==> src/hw/rtl/tpp_pkg.sv <==
// shared types, constants and codes of the timed pulse pwm controller
`timescale 1ns / 1ps

package tpp_pkg;

    localparam int NUM_CHANNELS = 4;
    localparam int CH_SLOTS     = 4;

    localparam int KIND_W     = 3;
    localparam int CHAN_W     = 2;
    localparam int FREQ_W     = 16;
    localparam int DUTY_W     = 8;
    localparam int DUR_W      = 8;
    localparam int PERIOD_W   = 16;
    localparam int CMP_W      = 17;
    localparam int DUTY_C_W   = 7;
    localparam int DIVIDEND_W = 23;
    localparam int DIVISOR_W  = 16;
    localparam int DIV_CNT_W  = 5;
    localparam int RECIP_W    = 24;
    localparam int SCALE_W    = DIVIDEND_W + RECIP_W;
    localparam int SCALE_SHIFT = 30;

    localparam int IN_DATA_W  = 40;
    localparam int OUT_DATA_W = 96;

    localparam logic [KIND_W-1:0] KIND_CONFIGURE = 3'd0;
    localparam logic [KIND_W-1:0] KIND_PULSE     = 3'd1;
    localparam logic [KIND_W-1:0] KIND_STOP      = 3'd2;
    localparam logic [KIND_W-1:0] KIND_STOP_ALL  = 3'd3;
    localparam logic [KIND_W-1:0] KIND_TICK      = 3'd4;

    localparam logic [DIVIDEND_W-1:0] TIMER_CLOCK_HZ = 23'd1000000;
    localparam logic [PERIOD_W-1:0]   PERIOD_RESET   = 16'd999;
    localparam logic [PERIOD_W-1:0]   PERIOD_MAX     = 16'hFFFF;
    localparam logic [DUTY_C_W-1:0]   DUTY_MAX       = 7'd100;
    localparam logic [DIVISOR_W-1:0]  PERCENT_DIV    = 16'd100;
    // 2^30 / 100 rounded up, exact for any product below 2^23
    localparam logic [RECIP_W-1:0]    PERCENT_RECIP  = 24'd10737419;

    // controller -> datapath
    typedef struct packed {
        logic load;
        logic div_start;
        logic mul;
        logic commit;
        logic exec;
        logic refuse;
        logic emit;
    } tpp_cmd_t;

    // datapath -> controller
    typedef struct packed {
        logic [KIND_W-1:0] kind;
        logic              chan_ok;
        logic              cfg_ok;
        logic              div_done;
    } tpp_status_t;

endpackage

==> src/hw/rtl/tpp_div.sv <==
// restoring serial divider, one quotient bit per cycle
`timescale 1ns / 1ps

module tpp_div
(
    input  logic                             clk,
    input  logic                             rst_n,
    input  logic                             start,
    input  logic [tpp_pkg::DIVIDEND_W-1:0]   dividend,
    input  logic [tpp_pkg::DIVISOR_W-1:0]    divisor,
    output logic [tpp_pkg::DIVIDEND_W-1:0]   quotient,
    output logic                             done
);

    logic [tpp_pkg::DIVIDEND_W-1:0] quo_reg;
    logic [tpp_pkg::DIVIDEND_W-1:0] quo_next;
    logic [tpp_pkg::DIVISOR_W:0]    rem_reg;
    logic [tpp_pkg::DIVISOR_W:0]    rem_next;
    logic [tpp_pkg::DIVISOR_W-1:0]  dvs_reg;
    logic [tpp_pkg::DIV_CNT_W-1:0]  cnt_reg;
    logic                           done_reg;
    logic [tpp_pkg::DIVISOR_W:0]    rem_shift;

    // shift in the next dividend bit and try a subtract
    always_comb
    begin
        rem_shift = {rem_reg[tpp_pkg::DIVISOR_W-1:0], quo_reg[tpp_pkg::DIVIDEND_W-1]};
        if (rem_shift >= {1'b0, dvs_reg})
        begin
            rem_next = rem_shift - {1'b0, dvs_reg};
            quo_next = {quo_reg[tpp_pkg::DIVIDEND_W-2:0], 1'b1};
        end
        else
        begin
            rem_next = rem_shift;
            quo_next = {quo_reg[tpp_pkg::DIVIDEND_W-2:0], 1'b0};
        end
    end

    always_ff @(posedge clk or negedge rst_n)
    begin
        if (!rst_n)
        begin
            cnt_reg  <= '0;
            done_reg <= 1'b0;
        end
        else
        begin
            done_reg <= 1'b0;
            if (start)
            begin
                cnt_reg <= tpp_pkg::DIV_CNT_W'(tpp_pkg::DIVIDEND_W);
            end
            else if (cnt_reg != '0)
            begin
                cnt_reg <= cnt_reg - 1'b1;
                if (cnt_reg == tpp_pkg::DIV_CNT_W'(1))
                begin
                    done_reg <= 1'b1;
                end
            end
        end
    end

    always_ff @(posedge clk)
    begin
        if (start)
        begin
            quo_reg <= dividend;
            rem_reg <= '0;
            dvs_reg <= divisor;
        end
        else if (cnt_reg != '0)
        begin
            quo_reg <= quo_next;
            rem_reg <= rem_next;
        end
    end

    assign quotient = quo_reg;
    assign done     = done_reg;

endmodule

==> src/hw/rtl/tpp_datapath.sv <==
// channel state, duty scaling, period divider and result register
`timescale 1ns / 1ps

module tpp_datapath
#(
    parameter int NUM_CHANNELS = tpp_pkg::NUM_CHANNELS
)
(
    input  logic                                   clk,
    input  logic                                   rst_n,
    input  tpp_pkg::tpp_cmd_t                      cmd,
    output tpp_pkg::tpp_status_t                   status,
    input  logic [tpp_pkg::KIND_W-1:0]             kind,
    input  logic [tpp_pkg::CHAN_W-1:0]             channel,
    input  logic [tpp_pkg::FREQ_W-1:0]             frequency,
    input  logic [tpp_pkg::DUTY_W-1:0]             duty,
    input  logic [tpp_pkg::DUR_W-1:0]              duration,
    output logic [tpp_pkg::PERIOD_W-1:0]           period_value,
    output logic [tpp_pkg::CMP_W-1:0]              compare_ch0,
    output logic [tpp_pkg::CMP_W-1:0]              compare_ch1,
    output logic [tpp_pkg::CMP_W-1:0]              compare_ch2,
    output logic [tpp_pkg::CMP_W-1:0]              compare_ch3,
    output logic [tpp_pkg::CH_SLOTS-1:0]           enable_mask,
    output logic                                   applied
);

    localparam logic [tpp_pkg::CHAN_W:0] CH_LIMIT = (tpp_pkg::CHAN_W + 1)'(NUM_CHANNELS);

    // latched item
    logic [tpp_pkg::KIND_W-1:0]  kind_reg;
    logic [tpp_pkg::CHAN_W-1:0]  chan_reg;
    logic [tpp_pkg::FREQ_W-1:0]  freq_reg;
    logic [tpp_pkg::DUTY_W-1:0]  duty_reg;
    logic [tpp_pkg::DUR_W-1:0]   dur_reg;

    // controller state
    logic [tpp_pkg::PERIOD_W-1:0] period_reg;
    logic [tpp_pkg::CMP_W-1:0]    cmp_reg   [NUM_CHANNELS];
    logic [tpp_pkg::DUR_W-1:0]    ticks_reg [NUM_CHANNELS];
    logic [NUM_CHANNELS-1:0]      run_reg;
    logic                         applied_reg;

    logic [tpp_pkg::DIVIDEND_W-1:0] prod_reg;
    logic [tpp_pkg::DIVIDEND_W:0]   prod_full;
    logic [tpp_pkg::DUTY_C_W-1:0]   duty_c;
    logic [tpp_pkg::CMP_W-1:0]      period_plus;
    logic [tpp_pkg::SCALE_W-1:0]    scaled;
    logic [tpp_pkg::CMP_W-1:0]      duty_cmp;

    logic [tpp_pkg::DIVIDEND_W-1:0] div_quo;
    logic                           div_done;
    logic [tpp_pkg::DIVIDEND_W-1:0] quo_minus;
    logic [tpp_pkg::PERIOD_W-1:0]   period_calc;

    logic chan_ok;
    logic others_running;
    logic is_cfg;

    // result register
    logic [tpp_pkg::PERIOD_W-1:0] out_period_reg;
    logic [tpp_pkg::CMP_W-1:0]    out_cmp_reg [tpp_pkg::CH_SLOTS];
    logic [tpp_pkg::CH_SLOTS-1:0] out_mask_reg;
    logic                         out_applied_reg;
    logic [tpp_pkg::CMP_W-1:0]    slot_cmp    [tpp_pkg::CH_SLOTS];
    logic [tpp_pkg::CH_SLOTS-1:0] slot_mask;

    assign is_cfg  = (kind_reg == tpp_pkg::KIND_CONFIGURE);
    assign chan_ok = ({1'b0, chan_reg} < CH_LIMIT);

    always_comb
    begin
        others_running = 1'b0;
        for (int i = 0; i < NUM_CHANNELS; i++)
        begin
            if (run_reg[i] && (tpp_pkg::CHAN_W'(i) != chan_reg))
            begin
                others_running = 1'b1;
            end
        end
    end

    assign status.kind     = kind_reg;
    assign status.chan_ok  = chan_ok;
    assign status.cfg_ok   = chan_ok && (freq_reg != '0) && !others_running;
    assign status.div_done = div_done;

    // duty times counts per period, at most 100 * 65536
    assign duty_c      = (duty_reg > tpp_pkg::DUTY_W'(tpp_pkg::DUTY_MAX))
                         ? tpp_pkg::DUTY_MAX : duty_reg[tpp_pkg::DUTY_C_W-1:0];
    assign period_plus = {1'b0, period_reg} + tpp_pkg::CMP_W'(1);
    assign prod_full   = (tpp_pkg::DIVIDEND_W + 1)'(duty_c)
                         * (tpp_pkg::DIVIDEND_W + 1)'(period_plus);

    // divide by 100 as a multiply by the scaled reciprocal
    assign scaled   = tpp_pkg::SCALE_W'(prod_reg) * tpp_pkg::SCALE_W'(tpp_pkg::PERCENT_RECIP);
    assign duty_cmp = scaled[tpp_pkg::SCALE_SHIFT +: tpp_pkg::CMP_W];

    tpp_div u_div
    (
        .clk      (clk),
        .rst_n    (rst_n),
        .start    (cmd.div_start),
        .dividend (tpp_pkg::TIMER_CLOCK_HZ),
        .divisor  (freq_reg),
        .quotient (div_quo),
        .done     (div_done)
    );

    assign quo_minus   = (div_quo != '0) ? div_quo - 1'b1 : '0;
    assign period_calc = (quo_minus > tpp_pkg::DIVIDEND_W'(tpp_pkg::PERIOD_MAX))
                         ? tpp_pkg::PERIOD_MAX : quo_minus[tpp_pkg::PERIOD_W-1:0];

    always_ff @(posedge clk)
    begin
        if (cmd.load)
        begin
            kind_reg <= kind;
            chan_reg <= channel;
            freq_reg <= frequency;
            duty_reg <= duty;
            dur_reg  <= duration;
        end
        if (cmd.mul)
        begin
            prod_reg <= prod_full[tpp_pkg::DIVIDEND_W-1:0];
        end
    end

    always_ff @(posedge clk or negedge rst_n)
    begin
        if (!rst_n)
        begin
            period_reg  <= tpp_pkg::PERIOD_RESET;
            run_reg     <= '0;
            applied_reg <= 1'b1;
            for (int i = 0; i < NUM_CHANNELS; i++)
            begin
                cmp_reg[i]   <= '0;
                ticks_reg[i] <= '0;
            end
        end
        else
        begin
            if (cmd.load)
            begin
                applied_reg <= 1'b1;
            end
            if (cmd.refuse)
            begin
                applied_reg <= 1'b0;
            end
            if (cmd.commit)
            begin
                if (is_cfg)
                begin
                    period_reg <= period_calc;
                end
                else
                begin
                    for (int i = 0; i < NUM_CHANNELS; i++)
                    begin
                        if (tpp_pkg::CHAN_W'(i) == chan_reg)
                        begin
                            cmp_reg[i]   <= duty_cmp;
                            ticks_reg[i] <= dur_reg;
                            run_reg[i]   <= 1'b1;
                        end
                    end
                end
            end
            if (cmd.exec)
            begin
                for (int i = 0; i < NUM_CHANNELS; i++)
                begin
                    case (kind_reg)
                        tpp_pkg::KIND_STOP:
                        begin
                            if (tpp_pkg::CHAN_W'(i) == chan_reg)
                            begin
                                ticks_reg[i] <= '0;
                                run_reg[i]   <= 1'b0;
                            end
                        end
                        tpp_pkg::KIND_STOP_ALL:
                        begin
                            ticks_reg[i] <= '0;
                            run_reg[i]   <= 1'b0;
                        end
                        tpp_pkg::KIND_TICK:
                        begin
                            // continuous channels hold a zero count and are left alone
                            if (ticks_reg[i] != '0)
                            begin
                                ticks_reg[i] <= ticks_reg[i] - 1'b1;
                                if (ticks_reg[i] == tpp_pkg::DUR_W'(1))
                                begin
                                    run_reg[i] <= 1'b0;
                                end
                            end
                        end
                        default:
                        begin
                        end
                    endcase
                end
            end
        end
    end

    // slots beyond the channel count read as zero
    for (genvar g = 0; g < tpp_pkg::CH_SLOTS; g++)
    begin : g_slot
        if (g < NUM_CHANNELS)
        begin : g_used
            assign slot_cmp[g]  = cmp_reg[g];
            assign slot_mask[g] = run_reg[g];
        end
        else
        begin : g_unused
            assign slot_cmp[g]  = '0;
            assign slot_mask[g] = 1'b0;
        end
    end

    always_ff @(posedge clk)
    begin
        if (cmd.emit)
        begin
            out_period_reg  <= period_reg;
            out_mask_reg    <= slot_mask;
            out_applied_reg <= applied_reg;
            for (int i = 0; i < tpp_pkg::CH_SLOTS; i++)
            begin
                out_cmp_reg[i] <= slot_cmp[i];
            end
        end
    end

    assign period_value = out_period_reg;
    assign compare_ch0  = out_cmp_reg[0];
    assign compare_ch1  = out_cmp_reg[1];
    assign compare_ch2  = out_cmp_reg[2];
    assign compare_ch3  = out_cmp_reg[3];
    assign enable_mask  = out_mask_reg;
    assign applied      = out_applied_reg;

endmodule

==> src/hw/rtl/tpp_ctrl.sv <==
// sequencing state machine of the pwm controller
`timescale 1ns / 1ps

module tpp_ctrl
(
    input  logic                 clk,
    input  logic                 rst_n,
    input  logic                 in_valid,
    output logic                 in_ready,
    output logic                 out_valid,
    input  logic                 out_ready,
    output tpp_pkg::tpp_cmd_t    cmd,
    input  tpp_pkg::tpp_status_t status
);

    localparam logic [2:0] ST_IDLE   = 3'd0;
    localparam logic [2:0] ST_DECODE = 3'd1;
    localparam logic [2:0] ST_MUL    = 3'd2;
    localparam logic [2:0] ST_SCALE  = 3'd3;
    localparam logic [2:0] ST_WAIT   = 3'd4;
    localparam logic [2:0] ST_EMIT   = 3'd5;

    logic [2:0] state_reg;
    logic [2:0] state_next;
    logic       out_valid_reg;
    logic       out_valid_next;
    logic       out_free;

    assign out_free = !out_valid_reg || out_ready;
    assign in_ready = (state_reg == ST_IDLE);

    always_comb
    begin
        state_next     = state_reg;
        out_valid_next = out_valid_reg && !out_ready;
        cmd            = '0;
        unique case (state_reg)
            ST_IDLE:
            begin
                if (in_valid)
                begin
                    cmd.load   = 1'b1;
                    state_next = ST_DECODE;
                end
            end
            ST_DECODE:
            begin
                unique case (status.kind)
                    tpp_pkg::KIND_CONFIGURE:
                    begin
                        if (status.cfg_ok)
                        begin
                            cmd.div_start = 1'b1;
                            state_next    = ST_WAIT;
                        end
                        else
                        begin
                            cmd.refuse = 1'b1;
                            state_next = ST_EMIT;
                        end
                    end
                    tpp_pkg::KIND_PULSE:
                    begin
                        state_next = status.chan_ok ? ST_MUL : ST_EMIT;
                    end
                    default:
                    begin
                        cmd.exec   = 1'b1;
                        state_next = ST_EMIT;
                    end
                endcase
            end
            ST_MUL:
            begin
                cmd.mul    = 1'b1;
                state_next = ST_SCALE;
            end
            ST_SCALE:
            begin
                // reciprocal multiply settles within this cycle
                cmd.commit = 1'b1;
                state_next = ST_EMIT;
            end
            ST_WAIT:
            begin
                if (status.div_done)
                begin
                    cmd.commit = 1'b1;
                    state_next = ST_EMIT;
                end
            end
            ST_EMIT:
            begin
                // hold the result until the output register frees up
                if (out_free)
                begin
                    cmd.emit       = 1'b1;
                    out_valid_next = 1'b1;
                    state_next     = ST_IDLE;
                end
            end
            default:
            begin
                state_next = ST_IDLE;
            end
        endcase
    end

    always_ff @(posedge clk or negedge rst_n)
    begin
        if (!rst_n)
        begin
            state_reg     <= ST_IDLE;
            out_valid_reg <= 1'b0;
        end
        else
        begin
            state_reg     <= state_next;
            out_valid_reg <= out_valid_next;
        end
    end

    assign out_valid = out_valid_reg;

endmodule

==> src/hw/rtl/timed_pulse_pwm_controller_core.sv <==
// Top level of the timed pulse pwm controller.
// Input beats on s_axis carry one command each: tuser is the kind (configure,
// pulse, stop, stop all, one millisecond tick), tdata the channel, frequency,
// duty and duration. Every accepted beat yields exactly one result beat on
// m_axis with the shared period, the four compare values, the enable mask
// and an applied flag (low when a configure was refused).
// Stop, stop all, tick, unused kinds and refused or out-of-range commands go
// from decode straight to emit, where m_axis_tvalid is set; a pulse passes the
// multiply and scale states first, as its divide by 100 is a reciprocal
// multiply; a configure waits for the 23-step serial divider and its commit.
// One command is worked on at a time; s_axis_tready is high only while the
// sequencer is idle, so a new beat is taken once the last one has been emitted.
// tready is also high while a result waits in the output register.
// When m_axis stalls, the finished result stays in the output register and
// the next command is still taken; its result waits until the register frees,
// and the input stalls meanwhile.
// Reset clears all channels to stopped with zero compare values, sets the
// period to 999 and empties the output register.
`timescale 1ns / 1ps

module timed_pulse_pwm_controller_core
#(
    parameter int NUM_CHANNELS = tpp_pkg::NUM_CHANNELS
)
(
    input  logic                               clk,
    input  logic                               rst_n,
    input  logic                               s_axis_tvalid,
    output logic                               s_axis_tready,
    // channel, frequency, duty, duration, zero pad
    input  logic [tpp_pkg::IN_DATA_W-1:0]      s_axis_tdata,
    // kind
    input  logic [tpp_pkg::KIND_W-1:0]         s_axis_tuser,
    output logic                               m_axis_tvalid,
    input  logic                               m_axis_tready,
    // period_value, compare_ch0..compare_ch3, enable_mask, applied, zero pad
    output logic [tpp_pkg::OUT_DATA_W-1:0]     m_axis_tdata
);

    tpp_pkg::tpp_cmd_t    cmd;
    tpp_pkg::tpp_status_t status;

    logic [tpp_pkg::PERIOD_W-1:0] period_value;
    logic [tpp_pkg::CMP_W-1:0]    compare_ch0;
    logic [tpp_pkg::CMP_W-1:0]    compare_ch1;
    logic [tpp_pkg::CMP_W-1:0]    compare_ch2;
    logic [tpp_pkg::CMP_W-1:0]    compare_ch3;
    logic [tpp_pkg::CH_SLOTS-1:0] enable_mask;
    logic                         applied;

    tpp_ctrl u_ctrl
    (
        .clk       (clk),
        .rst_n     (rst_n),
        .in_valid  (s_axis_tvalid),
        .in_ready  (s_axis_tready),
        .out_valid (m_axis_tvalid),
        .out_ready (m_axis_tready),
        .cmd       (cmd),
        .status    (status)
    );

    tpp_datapath #(
        .NUM_CHANNELS (NUM_CHANNELS)
    ) u_datapath (
        .clk          (clk),
        .rst_n        (rst_n),
        .cmd          (cmd),
        .status       (status),
        .kind         (s_axis_tuser),
        .channel      (s_axis_tdata[1:0]),
        .frequency    (s_axis_tdata[17:2]),
        .duty         (s_axis_tdata[25:18]),
        .duration     (s_axis_tdata[33:26]),
        .period_value (period_value),
        .compare_ch0  (compare_ch0),
        .compare_ch1  (compare_ch1),
        .compare_ch2  (compare_ch2),
        .compare_ch3  (compare_ch3),
        .enable_mask  (enable_mask),
        .applied      (applied)
    );

    assign m_axis_tdata = {7'd0, applied, enable_mask, compare_ch3, compare_ch2,
                           compare_ch1, compare_ch0, period_value};

endmodule
==> config.mk <==
export PLATFORM = sky130hd
export DESIGN_NAME = timed_pulse_pwm_controller_core
export DESIGN_NICKNAME = d
export VERILOG_FILES = /design/src/hw/rtl/tpp_pkg.sv /design/src/hw/rtl/tpp_div.sv /design/src/hw/rtl/tpp_datapath.sv /design/src/hw/rtl/tpp_ctrl.sv /design/src/hw/rtl/timed_pulse_pwm_controller_core.sv
export SDC_FILE = /design/constraint.sdc
export NUM_CORES = 1
export LEC_CHECK = 0
export BUFFER_PORTS_ARGS = -buffer_cell sky130_fd_sc_hd__buf_2
export CAP_MARGIN = 25
export CORE_ASPECT_RATIO = 0.75
export CORE_MARGIN = 10
export CORE_UTILIZATION = 50
export DETAILED_ROUTE_END_ITERATION = 8
export GPL_TIMING_DRIVEN = 0
export PLACE_DENSITY_LB_ADDON = 0.15
export SLEW_MARGIN = 30
export SYNTH_ARGS = -nofsm -noshare
export SYNTH_HDL_FRONTEND = slang
export SYNTH_SLANG_ARGS = --single-unit
==> constraint.sdc <==
create_clock -name clk -period 13.66 [get_ports clk]
set_input_delay 0.683 -clock clk [delete_from_list [all_inputs] [get_ports clk]]
set_output_delay 0.683 -clock clk [all_outputs]
set_load 0.1 [all_outputs]
==> results of run 1 <==
cells in the final DEF (no fill, tap or decap), drive strengths merged, types with 35 or more instances in the layout:
cell type  netlist  routed
nor3            36      36
nand3           36      36
dfrtp          122     122
xnor2           61      61
mux2i           35      35
fa             269     269
o21ai          125     125
buf             20     159
a21oi          102     102
edfxtp         165     165
ha             312     312
clkbuf          47      91
nand2          233     233
dfxtp           39      39
inv            454     458
nor2           151     151
synthesized netlist by cell type (4+ instances only):
| cell | instances |
|---|---|
| nand4_1 | 10 |
| nor4_1 | 18 |
| mux2i_1 | 35 |
| o211ai_1 | 6 |
| o22ai_1 | 19 |
| nand2_1 | 233 |
| nor3_1 | 35 |
| dfstp_2 | 9 |
| clkbuf_1 | 47 |
| a21oi_1 | 101 |
| a31oi_1 | 17 |
| xnor2_1 | 61 |
| nand3_1 | 35 |
| dfxtp_1 | 39 |
| o21ai_2 | 4 |
| nor2_1 | 149 |
| or3_1 | 12 |
| o21ai_0 | 108 |
| ha_1 | 312 |
| buf_1 | 4 |
| or4_1 | 4 |
| nor2b_1 | 11 |
| fa_1 | 269 |
| buf_4 | 12 |
| a21o_1 | 22 |
| dfrtp_1 | 122 |
| nand3b_1 | 5 |
| o21ai_1 | 13 |
| or2_2 | 15 |
| a221o_1 | 9 |
| o21a_1 | 8 |
| edfxtp_1 | 165 |
| and3_1 | 10 |
| o22a_1 | 17 |
| o21bai_1 | 11 |
| inv_1 | 453 |
| and2_1 | 15 |
| nand2b_1 | 20 |
| a211oi_1 | 10 |
| xor2_1 | 30 |
| o31ai_1 | 6 |
| a41oi_1 | 4 |
| a21boi_0 | 6 |
critical path, stage by stage (launching register included):
cell and delay [ns]:
edfxtp_1 0.60, fa_1 0.61, fa_1 0.51, inv_1 0.06, fa_1 0.53, inv_1 0.05, fa_1 0.48, fa_1 0.54
fa_1 0.56, inv_1 0.06, fa_1 0.53, inv_1 0.04, ha_1 0.30, nand3_1 0.14, nor3_2 0.21, nand2_1 0.09
a221oi_2 0.57, o311ai_4 0.22, o21ai_2 0.34, a21oi_1 0.15, xor2_1 0.45, o21ai_0 0.15
metal layers:
| metal | part of all wire (%) | wire, µm | track usage (%) | vias up |
|---|---|---|---|---|
| li1 | - | - | - | 8792 |
| met1 | 47 | 29600 | 28.7 | 9142 |
| met2 | 45 | 28500 | 32.5 | 479 |
| met3 | 6.4 | 4030 | 3.94 | 70 |
| met4 | 1.6 | 1020 | 4.25 | 0 |
| met5 | 0 | 0 | 0 | - |
cell type report:
| cell class | count | share of cell area, % |
|---|---|---|
| repair buffers | 139 | 2.84 |
| well taps | 712 | 3.01 |
| clock inverters | 18 | 0.563 |
| clock buffers | 44 | 3.15 |
| plain buffers | 67 | 1.06 |
| multi-input cells | 1697 | 53.1 |
| flip-flops and latches | 335 | 30.5 |
| inverters | 454 | 5.77 |
worst min path at each step:
| stage | startpoint | endpoint | slack [ns] | cells after the start |
|---|---|---|---|---|
| finish | rst_n | u_datapath.ticks_reg[24]$_DFF_PN0_ | 0.06 | 1 |
| detailed placement | u_datapath.cmp_reg[19]$_DFFE_PN0P_ | u_datapath.out_cmp_reg[2][2]$_DFFE_PP_ | 0.43 | 0 |
| CTS | rst_n | u_datapath.ticks_reg[24]$_DFF_PN0_ | 0.05 | 1 |
| global placement | u_datapath.cmp_reg[54]$_DFFE_PN0P_ | u_datapath.out_cmp_reg[0][3]$_DFFE_PP_ | 0.43 | 0 |
| global route | rst_n | u_datapath.ticks_reg[24]$_DFF_PN0_ | 0.07 | 1 |
| floorplan | rst_n | u_ctrl.out_valid$_DFF_PN0_ | 0.39 | 0 |
power breakdown:
group / switching (W) / internal, W / leakage [nW] / total, W
clock: 0.000401 / 0.000525 / 0.527 / 0.000926
sequential: 0.0000000000000000000284 / 0.00105 / 3.37 / 0.00105
combinational: 0.0000183 / 0.00000648 / 10.0 / 0.0000248
metrics by stage:
step           total power (W)  hold WS (ns)  util [%]  area (µm²)
6_report               0.00200        0.0562      55.9       29600
5_1_grt                0.00207        0.0728      55.9       29600
4_1_cts                0.00202        0.0546      55.9       29600
3_5_place_dp           0.00110         0.432      53.8       28500
3_3_place_gp           0.00110         0.428      53.4       28300
2_1_floorplan          0.00108         0.387         -       26700
cells by family (layout without fill, tap and decap cells):
group           count (synthesis)  in the layout  share of synthesized area [%]
compound gates                392            392                           9.33
xor+xnor                       91             91                           2.99
fa+ha+maj                     581            581                           34.8
buf+inv                       521            722                           7.55
flops                         335            335                           33.8
mux                            36             36                           1.35
other cells                     1              7                         0.0140
simple gates                  590            590                           10.1
==> results.json, run 1 <==
{
  "status": "completed",
  "dieArea_um2": 63100,
  "first_pass_iters": 7,
  "maxSlewViolCount": 0,
  "min_path_type": "in2async",
  "root_buffer": "clkbuf_16",
  "antenna_found_initial": 0,
  "drt-total-wl_um": 63200,
  "post_drt_wl_per_cell_um": 18.2,
  "layout-drive-gt1-share_pct": 9.26,
  "layout_setup_ws_ns": 6.32,
  "grt_pass1_vias": 19227,
  "r2r_cells": 21,
  "cts_tree": "built",
  "seqCellArea_um2": 9020,
  "cp_data_arrival_time_ns": 7.74,
  "p_leak_nw": 13.9,
  "hold_buffers": 0,
  "ant_nets": 0,
  "preCtsSetupSlack_ns": 6.33,
  "drc_errors": 0,
  "clockBufferDepth": 3,
  "crit_start": "u_datapath.prod_reg[3]$_DFFE_PP_",
  "synth.top_cell.area_share_pct": 20.2,
  "fmax_mhz": 136,
  "cts_max_level": 2,
  "worstPathMaxFanout": 8,
  "finalHoldViolCount": 0,
  "synth_flop_cell": "edfxtp_1",
  "crit_type": "reg2reg",
  "cp-endpoint": "u_datapath.cmp_reg[64]$_DFFE_PN0P_",
  "syn2layout_area_growth_pct": 10.7,
  "placement.io_buffers": 131,
  "drt_iter0_markers": 1212,
  "nNetsFinal": 3356,
  "routed_via_density": 5.33,
  "cp.required_ns": 14.06,
  "syn-cell-area_um2": 26700,
  "p_per_area_nw_per_um2": 67.8,
  "tightest_slew_ns": 0.829,
  "antennaDiodeCount": 0,
  "rsz0062_at_grt": "no",
  "synth_area_leader_cell": "fa_1",
  "fp.dieH_um": 220,
  "post-dp-hpwl_um": 51300,
  "fin_worst_skew_ns": 0.0174,
  "stdcell_count": 3466,
  "place_congestion": 0.928,
  "avgSynthCellArea_um2": 10.5,
  "grt_pass1_wl_um": 103000,
  "clkLatencyLatePin_ns": 0.56,
  "rr_startpoint": "u_datapath.prod_reg[3]$_DFFE_PP_",
  "clk_pin_slew_ns": 0.06,
  "place_inst": 3404,
  "synth_area_leaders": "fa_1 (20%), edfxtp_1 (19%), ha_1 (15%)",
  "coreArea_um2": 52900,
  "finalCritPeriodShare_pct": 53.7,
  "postCtsSetupBuffers": 0,
  "gr-usage-all-layers_pct": 20.4,
  "r2r_slack_ns": 6.32,
  "async_flop_share_pct": 39.1,
  "final.setup.tns_ns": 0,
  "synth_enable_flop_cells": 165,
  "irDropWorstVdd_mv": 0.0848,
  "grt_max_degree": 80,
  "setup_viol_count_final": 0,
  "start_util_pct": 50.5,
  "cts_buffers": 34,
  "synth.distinct_cells": 86,
  "multi_input_area_um2": 15700,
  "r2r_end": "u_datapath.cmp_reg[64]$_DFFE_PN0P_",
  "synthCells": 2547,
  "cts_resized": 0,
  "ys_seq_area_share_pct": 33.8,
  "fin_crit_ns": 7.34,
  "critPathCaptureType": "flip-flop",
  "start_kind": "flip-flop",
  "nFillCells": 4567,
  "yosys_register_bits": 335,
  "max_slew_margin_pct": 44.5,
  "io_pins": 145,
  "yosysWarningCount": 0,
  "drv_cap": 0,
  "rows": 73,
  "cts.sinks": 335,
  "die_x_um": 287,
  "overflow": 0,
  "num_vias": 18483
}
(Power assumes the default switching activity.)
==> run 2: changes to the inputs <==
Settings changed: ABC_AREA set to 1.
Clock period 13.66 ns to 6.6 ns, I/O delays scaled along.
==> run 2 against run 1 <==
Effect of this change: via count grew 27%; synthesized area rose by 11%; highest routed layer unchanged; fmax increased by 15%; non-clock buffer count up 51; synthesized cell count grew 38%; register-to-register slack worse by 6.1 ns.
==> results.json, run 2 <==
{
  "root_buffer": "clkbuf_16",
  "path_delay_family": "adder cells",
  "post_drt_wl_per_cell_um": 17.3,
  "crit_type": "reg2reg",
  "post-dp-hpwl_um": 64700,
  "ys_seq_area_share_pct": 30.4,
  "status": "completed",
  "dpl_cell_area_um2": 31600,
  "synth.distinct_cells": 49,
  "overflow": 0,
  "cp.required_ns": 7.04,
  "grt_pass1_wl_um": 127000,
  "max_slew_margin_pct": 45.5,
  "crit_top_cell": "fa_1",
  "synth_area_leaders": "fa_1 (18%), edfxtp_1 (17%), ha_1 (13%)",
  "antenna_found_initial": 0,
  "r2r_cells": 23,
  "synth_compound_area_share_pct": 5.05,
  "syn-cell-area_um2": 29700,
  "gr-usage-all-layers_pct": 23.0,
  "tightest_slew_ns": 0.815,
  "setup_viol_count_final": 0,
  "layout-drive-gt1-share_pct": 8.65,
  "cp_slowest_stage_delay_ns": 0.60,
  "dieArea_um2": 69600,
  "drt-total-wl_um": 79100,
  "synth-simple-area-share_pct": 20.4,
  "clk_pin_slew_ns": 0.06,
  "yosys_register_bits": 335,
  "clockBufferDepth": 3,
  "critPathCaptureType": "flip-flop",
  "worstPathMaxFanout": 7,
  "synthXorXnorAreaFrac_pct": 2.04,
  "place_congestion": 0.950,
  "rsz0062_at_grt": "no",
  "crit_start": "u_datapath.prod_reg[4]$_DFFE_PP_",
  "routed_via_density": 5.13,
  "die_x_um": 301,
  "cp_data_arrival_time_ns": 6.80,
  "finalHoldViolCount": 0,
  "synthMuxAreaShare_pct": 0,
  "min_path_type": "in2reg",
  "coreArea_um2": 58900,
  "cts_max_level": 2,
  "synth_flop_cell": "edfxtp_1",
  "maxSlewViolCount": 0,
  "cts_tree": "built",
  "layout_commonest_cell": "nand2_1",
  "netlist_top_cells_count": "nand2_1 (840), inv_1 (767), ha_1 (312), fa_1 (269), nor2_1 (248)",
  "yosysWarningCount": 0,
  "rr_startpoint": "u_datapath.prod_reg[4]$_DFFE_PP_",
  "nNetsFinal": 4389,
  "rows": 77,
  "final.setup.tns_ns": 0,
  "nFillCells": 5376,
  "crit_cells": 23,
  "num_vias": 23479,
  "place_inst": 4449,
  "r2r_slack_ns": 0.24,
  "avgSynthCellArea_um2": 8.44,
  "final_cell_mix": "nand2_1 (839), inv_1 (766), ha_1 (312), fa_1 (269), nor2_1 (244)",
  "crit_chain": "fa_1 > fa_1 > inv_1 > fa_1 > inv_1 > fa_1 > fa_1 > fa_1 > inv_1 > fa_1 > inv_1 > ha_1 > nand2_1 > nor2_1 > inv_1 > nor3_2 > nand2_1 > nor2_1 > nand2_1 > nand3_1 > nand2_1 > nand3_1 > nand2_1",
  "drv_cap": 0,
  "syn2layout_area_growth_pct": 12.7,
  "grt_max_degree": 71,
  "antennaDiodeCount": 0,
  "clkLatencyLatePin_ns": 0.58,
  "drt_iter0_markers": 1854,
  "placement.io_buffers": 131,
  "async_flop_share_pct": 39.1,
  "fmax_mhz": 157,
  "final_area_um2": 33400,
  "synth_top_family_by_area": "adder cells",
  "cts_buffers": 37,
  "post-route-util_pct": 56.8,
  "stdcell_count": 4580,
  "start_kind": "flip-flop",
  "cp-endpoint": "u_datapath.cmp_reg[32]$_DFFE_PN0P_",
  "synth_enable_flop_cells": 165,
  "synthCells": 3514,
  "start_util_pct": 50.4,
  "ant_nets": 0,
  "drc_errors": 0,
  "cp_slowest_cell": "edfxtp_1",
  "synth.most_common_cell": "nand2_1",
  "path_buf_inv": 5,
  "synth.top_cell.area_share_pct": 18.2,
  "fin_crit_ns": 6.36,
  "io_pins": 145,
  "finalCritPeriodShare_pct": 96.4,
  "first_pass_iters": 5,
  "fp.dieH_um": 231,
  "fin_worst_skew_ns": 0.0316,
  "synth-adder-area-share_pct": 31.3,
  "r2r_end": "u_datapath.cmp_reg[32]$_DFFE_PN0P_",
  "grt_pass1_vias": 23293,
  "cts.sinks": 335,
  "synth_area_leader_cell": "fa_1"
}
[run 2: cell count changes after synthesis, moves of 21 or more]
cell / delta
nor2_1: +99
inv_1: +314
nand4_1: +44
nand2_1: +607
xnor2_1: -42
mux2i_1: -35
nand3_1: +154
clkbuf_1: -21
[run 2: logic make-up (layout without fill, tap and decap cells)]
group	after synthesis	after routing
XOR/XNOR	69	69
flip-flops	335	335
buffers and inverters	833	1103
adder cells (fa/ha/maj)	581	581
AO/OA/AOI/OAI	271	271
other	1	7
AND/OR/NAND/NOR	1424	1424
[run 2: how the worst min path moves through the flow]
stage / start / end / slack [ns] / cells after the start
after global routing: m_axis_tready / u_ctrl.out_valid$_DFF_PN0_ / 0.10 / 4
final: m_axis_tready / u_ctrl.out_valid$_DFF_PN0_ / 0.07 / 4
after CTS: m_axis_tready / u_ctrl.out_valid$_DFF_PN0_ / 0.05 / 4
after floorplan: rst_n / u_ctrl.out_valid$_DFF_PN0_ / 0.03 / 0
after detailed placement: rst_n / u_datapath.cmp_reg[29]$_DFFE_PN0P_ / 0.32 / 1
after global placement: u_datapath.cmp_reg[64]$_DFFE_PN0P_ / u_datapath.out_cmp_reg[0][13]$_DFFE_PP_ / 0.43 / 0
[run 2: area by class of cell]
class / count / area [µm²] / share of cell area (%)
inverter: 778 / 2920 / 8.73
timing repair buffer: 202 / 1430 / 4.29
clock inverter: 19 / 253 / 0.756
sequential: 335 / 9020 / 27.0
multi-input combinational: 2352 / 17600 / 52.5
buffer: 55 / 284 / 0.849
clock buffer: 49 / 991 / 2.96
tap: 790 / 988 / 2.96
[run 2: what timing repair did]
item | CTS | global route
resized for setup | 0 | 14
setup buffers | 0 | 25
setup endpoints to repair | 0 | 57
hold buffers | 38 | 0
hold endpoints to repair | 106 | 0
[run 2: stage by stage]
| step | setup slack (ns) | hold slack (ns) |
|---|---|---|
| 6_report | 0.235 | 0.0745 |
| 5_1_grt | 0.00453 | 0.104 |
| 4_1_cts | 0.0120 | 0.0514 |
| 3_5_place_dp | 0.0880 | 0.317 |
| 3_3_place_gp | -1.67 | 0.428 |
| 2_1_floorplan | 0.878 | 0.0344 |
[run 2: layer usage]
layer | track usage (%) | vias up | wire [µm]
met3 | 4.99 | 72 | 6750
li1 | - | 11453 | -
met5 | 0 | - | 0
met4 | 4.13 | 0 | 1050
met1 | 35.0 | 11218 | 38800
met2 | 33.3 | 736 | 32400
[run 2: worst register-to-register path, cell delays in order (launching register included)]
cell,delay (ns)
edfxtp_1,0.60
fa_1,0.56
fa_1,0.50
inv_1,0.05
fa_1,0.53
inv_1,0.06
fa_1,0.48
fa_1,0.53
fa_1,0.55
inv_1,0.05
fa_1,0.55
inv_1,0.05
ha_1,0.31
nand2_1,0.11
nor2_1,0.19
inv_1,0.09
nor3_2,0.31
nand2_1,0.12
nor2_1,0.10
nand2_1,0.10
nand3_1,0.10
nand2_1,0.10
nand3_1,0.14
nand2_1,0.06
Power of run 2 is not shown: default switching activity piles up to over one toggle a cycle in this logic, so the estimate is an artifact.
==> run 3: changes to the inputs <==
Settings changed: CORE_UTILIZATION 50 to 30.
==> run 3 against run 2 <==
Effect of this change: worst setup slack improved by 0.074 ns; non-clock buffer count increased by 1; clock skew is 0.0011 ns lower; core utilization down 22 points; final cell count rose by 12%; fmax up 1.2%; final area is 2.5% higher; register-to-register slack better by 0.07 ns; via count is 2.3% lower; critical path depth increased by 2; highest routed layer unchanged; sequential cell count stayed put; sequential share of layout area is 0.66 points lower.
==> results.json, run 3 (synthesis results as in run 2) <==
{
  "min_path_type": "in2reg",
  "finalCritPeriodShare_pct": 95.3,
  "rr_startpoint": "u_datapath.prod_reg[6]$_DFFE_PP_",
  "fin_crit_ns": 6.29,
  "status": "completed",
  "max_slew_margin_pct": 42.5,
  "cts_buffers": 43,
  "final_area_um2": 34300,
  "fin_worst_skew_ns": 0.0305,
  "syn2layout_area_growth_pct": 15.6,
  "grt_pass1_vias": 23507,
  "setup_viol_count_final": 0,
  "clkLatencyLatePin_ns": 0.59,
  "root_buffer": "clkbuf_16",
  "cp.required_ns": 7.06,
  "fp.dieH_um": 292,
  "placement.io_buffers": 131,
  "finalHoldViolCount": 0,
  "nNetsFinal": 4396,
  "maxSlewViolCount": 0,
  "drt-total-wl_um": 86100,
  "die_x_um": 383,
  "path_delay_family": "adder cells",
  "start_kind": "flip-flop",
  "drt_iter0_markers": 1560,
  "path_buf_inv": 7,
  "cp_data_arrival_time_ns": 6.76,
  "grt_max_degree": 74,
  "fmax_mhz": 159,
  "crit_type": "reg2reg",
  "cp-endpoint": "u_datapath.cmp_reg[45]$_DFFE_PN0P_",
  "rows": 99,
  "worstPathMaxFanout": 6,
  "critPathCaptureType": "flip-flop",
  "gr-usage-all-layers_pct": 15.4,
  "cts.sinks": 335,
  "start_util_pct": 30.4,
  "cts_tree": "built",
  "dpl_cell_area_um2": 32200,
  "clockBufferDepth": 3,
  "first_pass_iters": 5,
  "r2r_end": "u_datapath.cmp_reg[45]$_DFFE_PN0P_",
  "dieArea_um2": 112000,
  "cp_slowest_stage_delay_ns": 0.54,
  "r2r_cells": 25,
  "coreArea_um2": 97700,
  "place_congestion": 0.887,
  "routed_via_density": 4.49,
  "layout_commonest_cell": "nand2_1",
  "layout-drive-gt1-share_pct": 8.87,
  "post-dp-hpwl_um": 71600,
  "grt_pass1_wl_um": 137000,
  "tightest_slew_ns": 0.862,
  "r2r_slack_ns": 0.31,
  "antenna_found_initial": 0,
  "final_cell_mix": "nand2_1 (837), inv_1 (767), ha_1 (312), fa_1 (269), nor2_1 (244)",
  "num_vias": 22939,
  "cp_slowest_cell": "edfxtp_1",
  "crit_cells": 25,
  "clk_pin_slew_ns": 0.06,
  "ant_nets": 0,
  "drc_errors": 0,
  "antennaDiodeCount": 0,
  "crit_start": "u_datapath.prod_reg[6]$_DFFE_PP_",
  "cts_max_level": 2,
  "drv_cap": 0,
  "overflow": 0,
  "io_pins": 145,
  "post_drt_wl_per_cell_um": 16.8
}
## run 3: final cells by class
class | count | area (µm²)
buffer | 55 | 284
clock buffer | 61 | 1170
clock inverter | 17 | 221
fill | 10276 | 63400
inverter | 778 | 2920
multi-input combinational | 2352 | 17600
sequential | 335 | 9020
tap | 1313 | 1640
timing repair buffer | 203 | 1450
## run 3: per-stage QoR
step / TNS (ns) / util [%] / hold slack (ns) / cells / setup slack, ns
detailed placement: -0.601 / 33.0 / 0.323 / 4973 / -0.106
global route: -0.00865 / 35.1 / 0.0777 / 5114 / -0.00534
CTS: 0 / 34.8 / 0.0106 / 5093 / 0.0131
floorplan: 0 / - / 0.0344 / 3520 / 0.878
finish: 0 / 35.1 / 0.0510 / 5114 / 0.309
global placement: -174.81 / 32.7 / 0.431 / 4964 / -1.97
## run 3: worst reg2reg max path: cells and delay by family, from the launching register on
| kind | cells | cell delay (ns) |
|---|---|---|
| buffers and inverters | 7 | 0.54 |
| adders and majority gates | 8 | 3.92 |
| DFF | 1 | 0.54 |
| and+or+nand+nor | 10 | 1.19 |
## run 3: how the worst min path moves through the flow
| stage | end | from | cells past startpoint |
|---|---|---|---|
| final | u_ctrl.out_valid$_DFF_PN0_ | m_axis_tready | 4 |
| after global routing | u_ctrl.out_valid$_DFF_PN0_ | m_axis_tready | 4 |
| after floorplan | u_ctrl.out_valid$_DFF_PN0_ | rst_n | 0 |
| after CTS | u_ctrl.out_valid$_DFF_PN0_ | m_axis_tready | 4 |
| after global placement | u_datapath.out_cmp_reg[0][6]$_DFFE_PP_ | u_datapath.cmp_reg[57]$_DFFE_PN0P_ | 0 |
| after detailed placement | u_datapath.ticks_reg[2]$_DFF_PN0_ | rst_n | 1 |
## run 3: timing repair
item / CTS / global route
hold buffers: 38 / 0
buffers inserted: 4 / 21
setup endpoints to repair: 8 / 59
gates resized for setup: 1 / 16
pin swaps: 0 / 1
hold endpoints to repair: 86 / 0
## run 3: metal layers
metal / up-vias / part of all wire [%] / GRT usage (%)
met3: 64 / 5.4 / 2.88
met1: 10966 / 52 / 23.4
met5: - / 0 / 0
met4: 0 / 1.2 / 2.49
met2: 427 / 41 / 22.7
li1: 11482 / - / -
Power of run 3 is left out for the same reason.
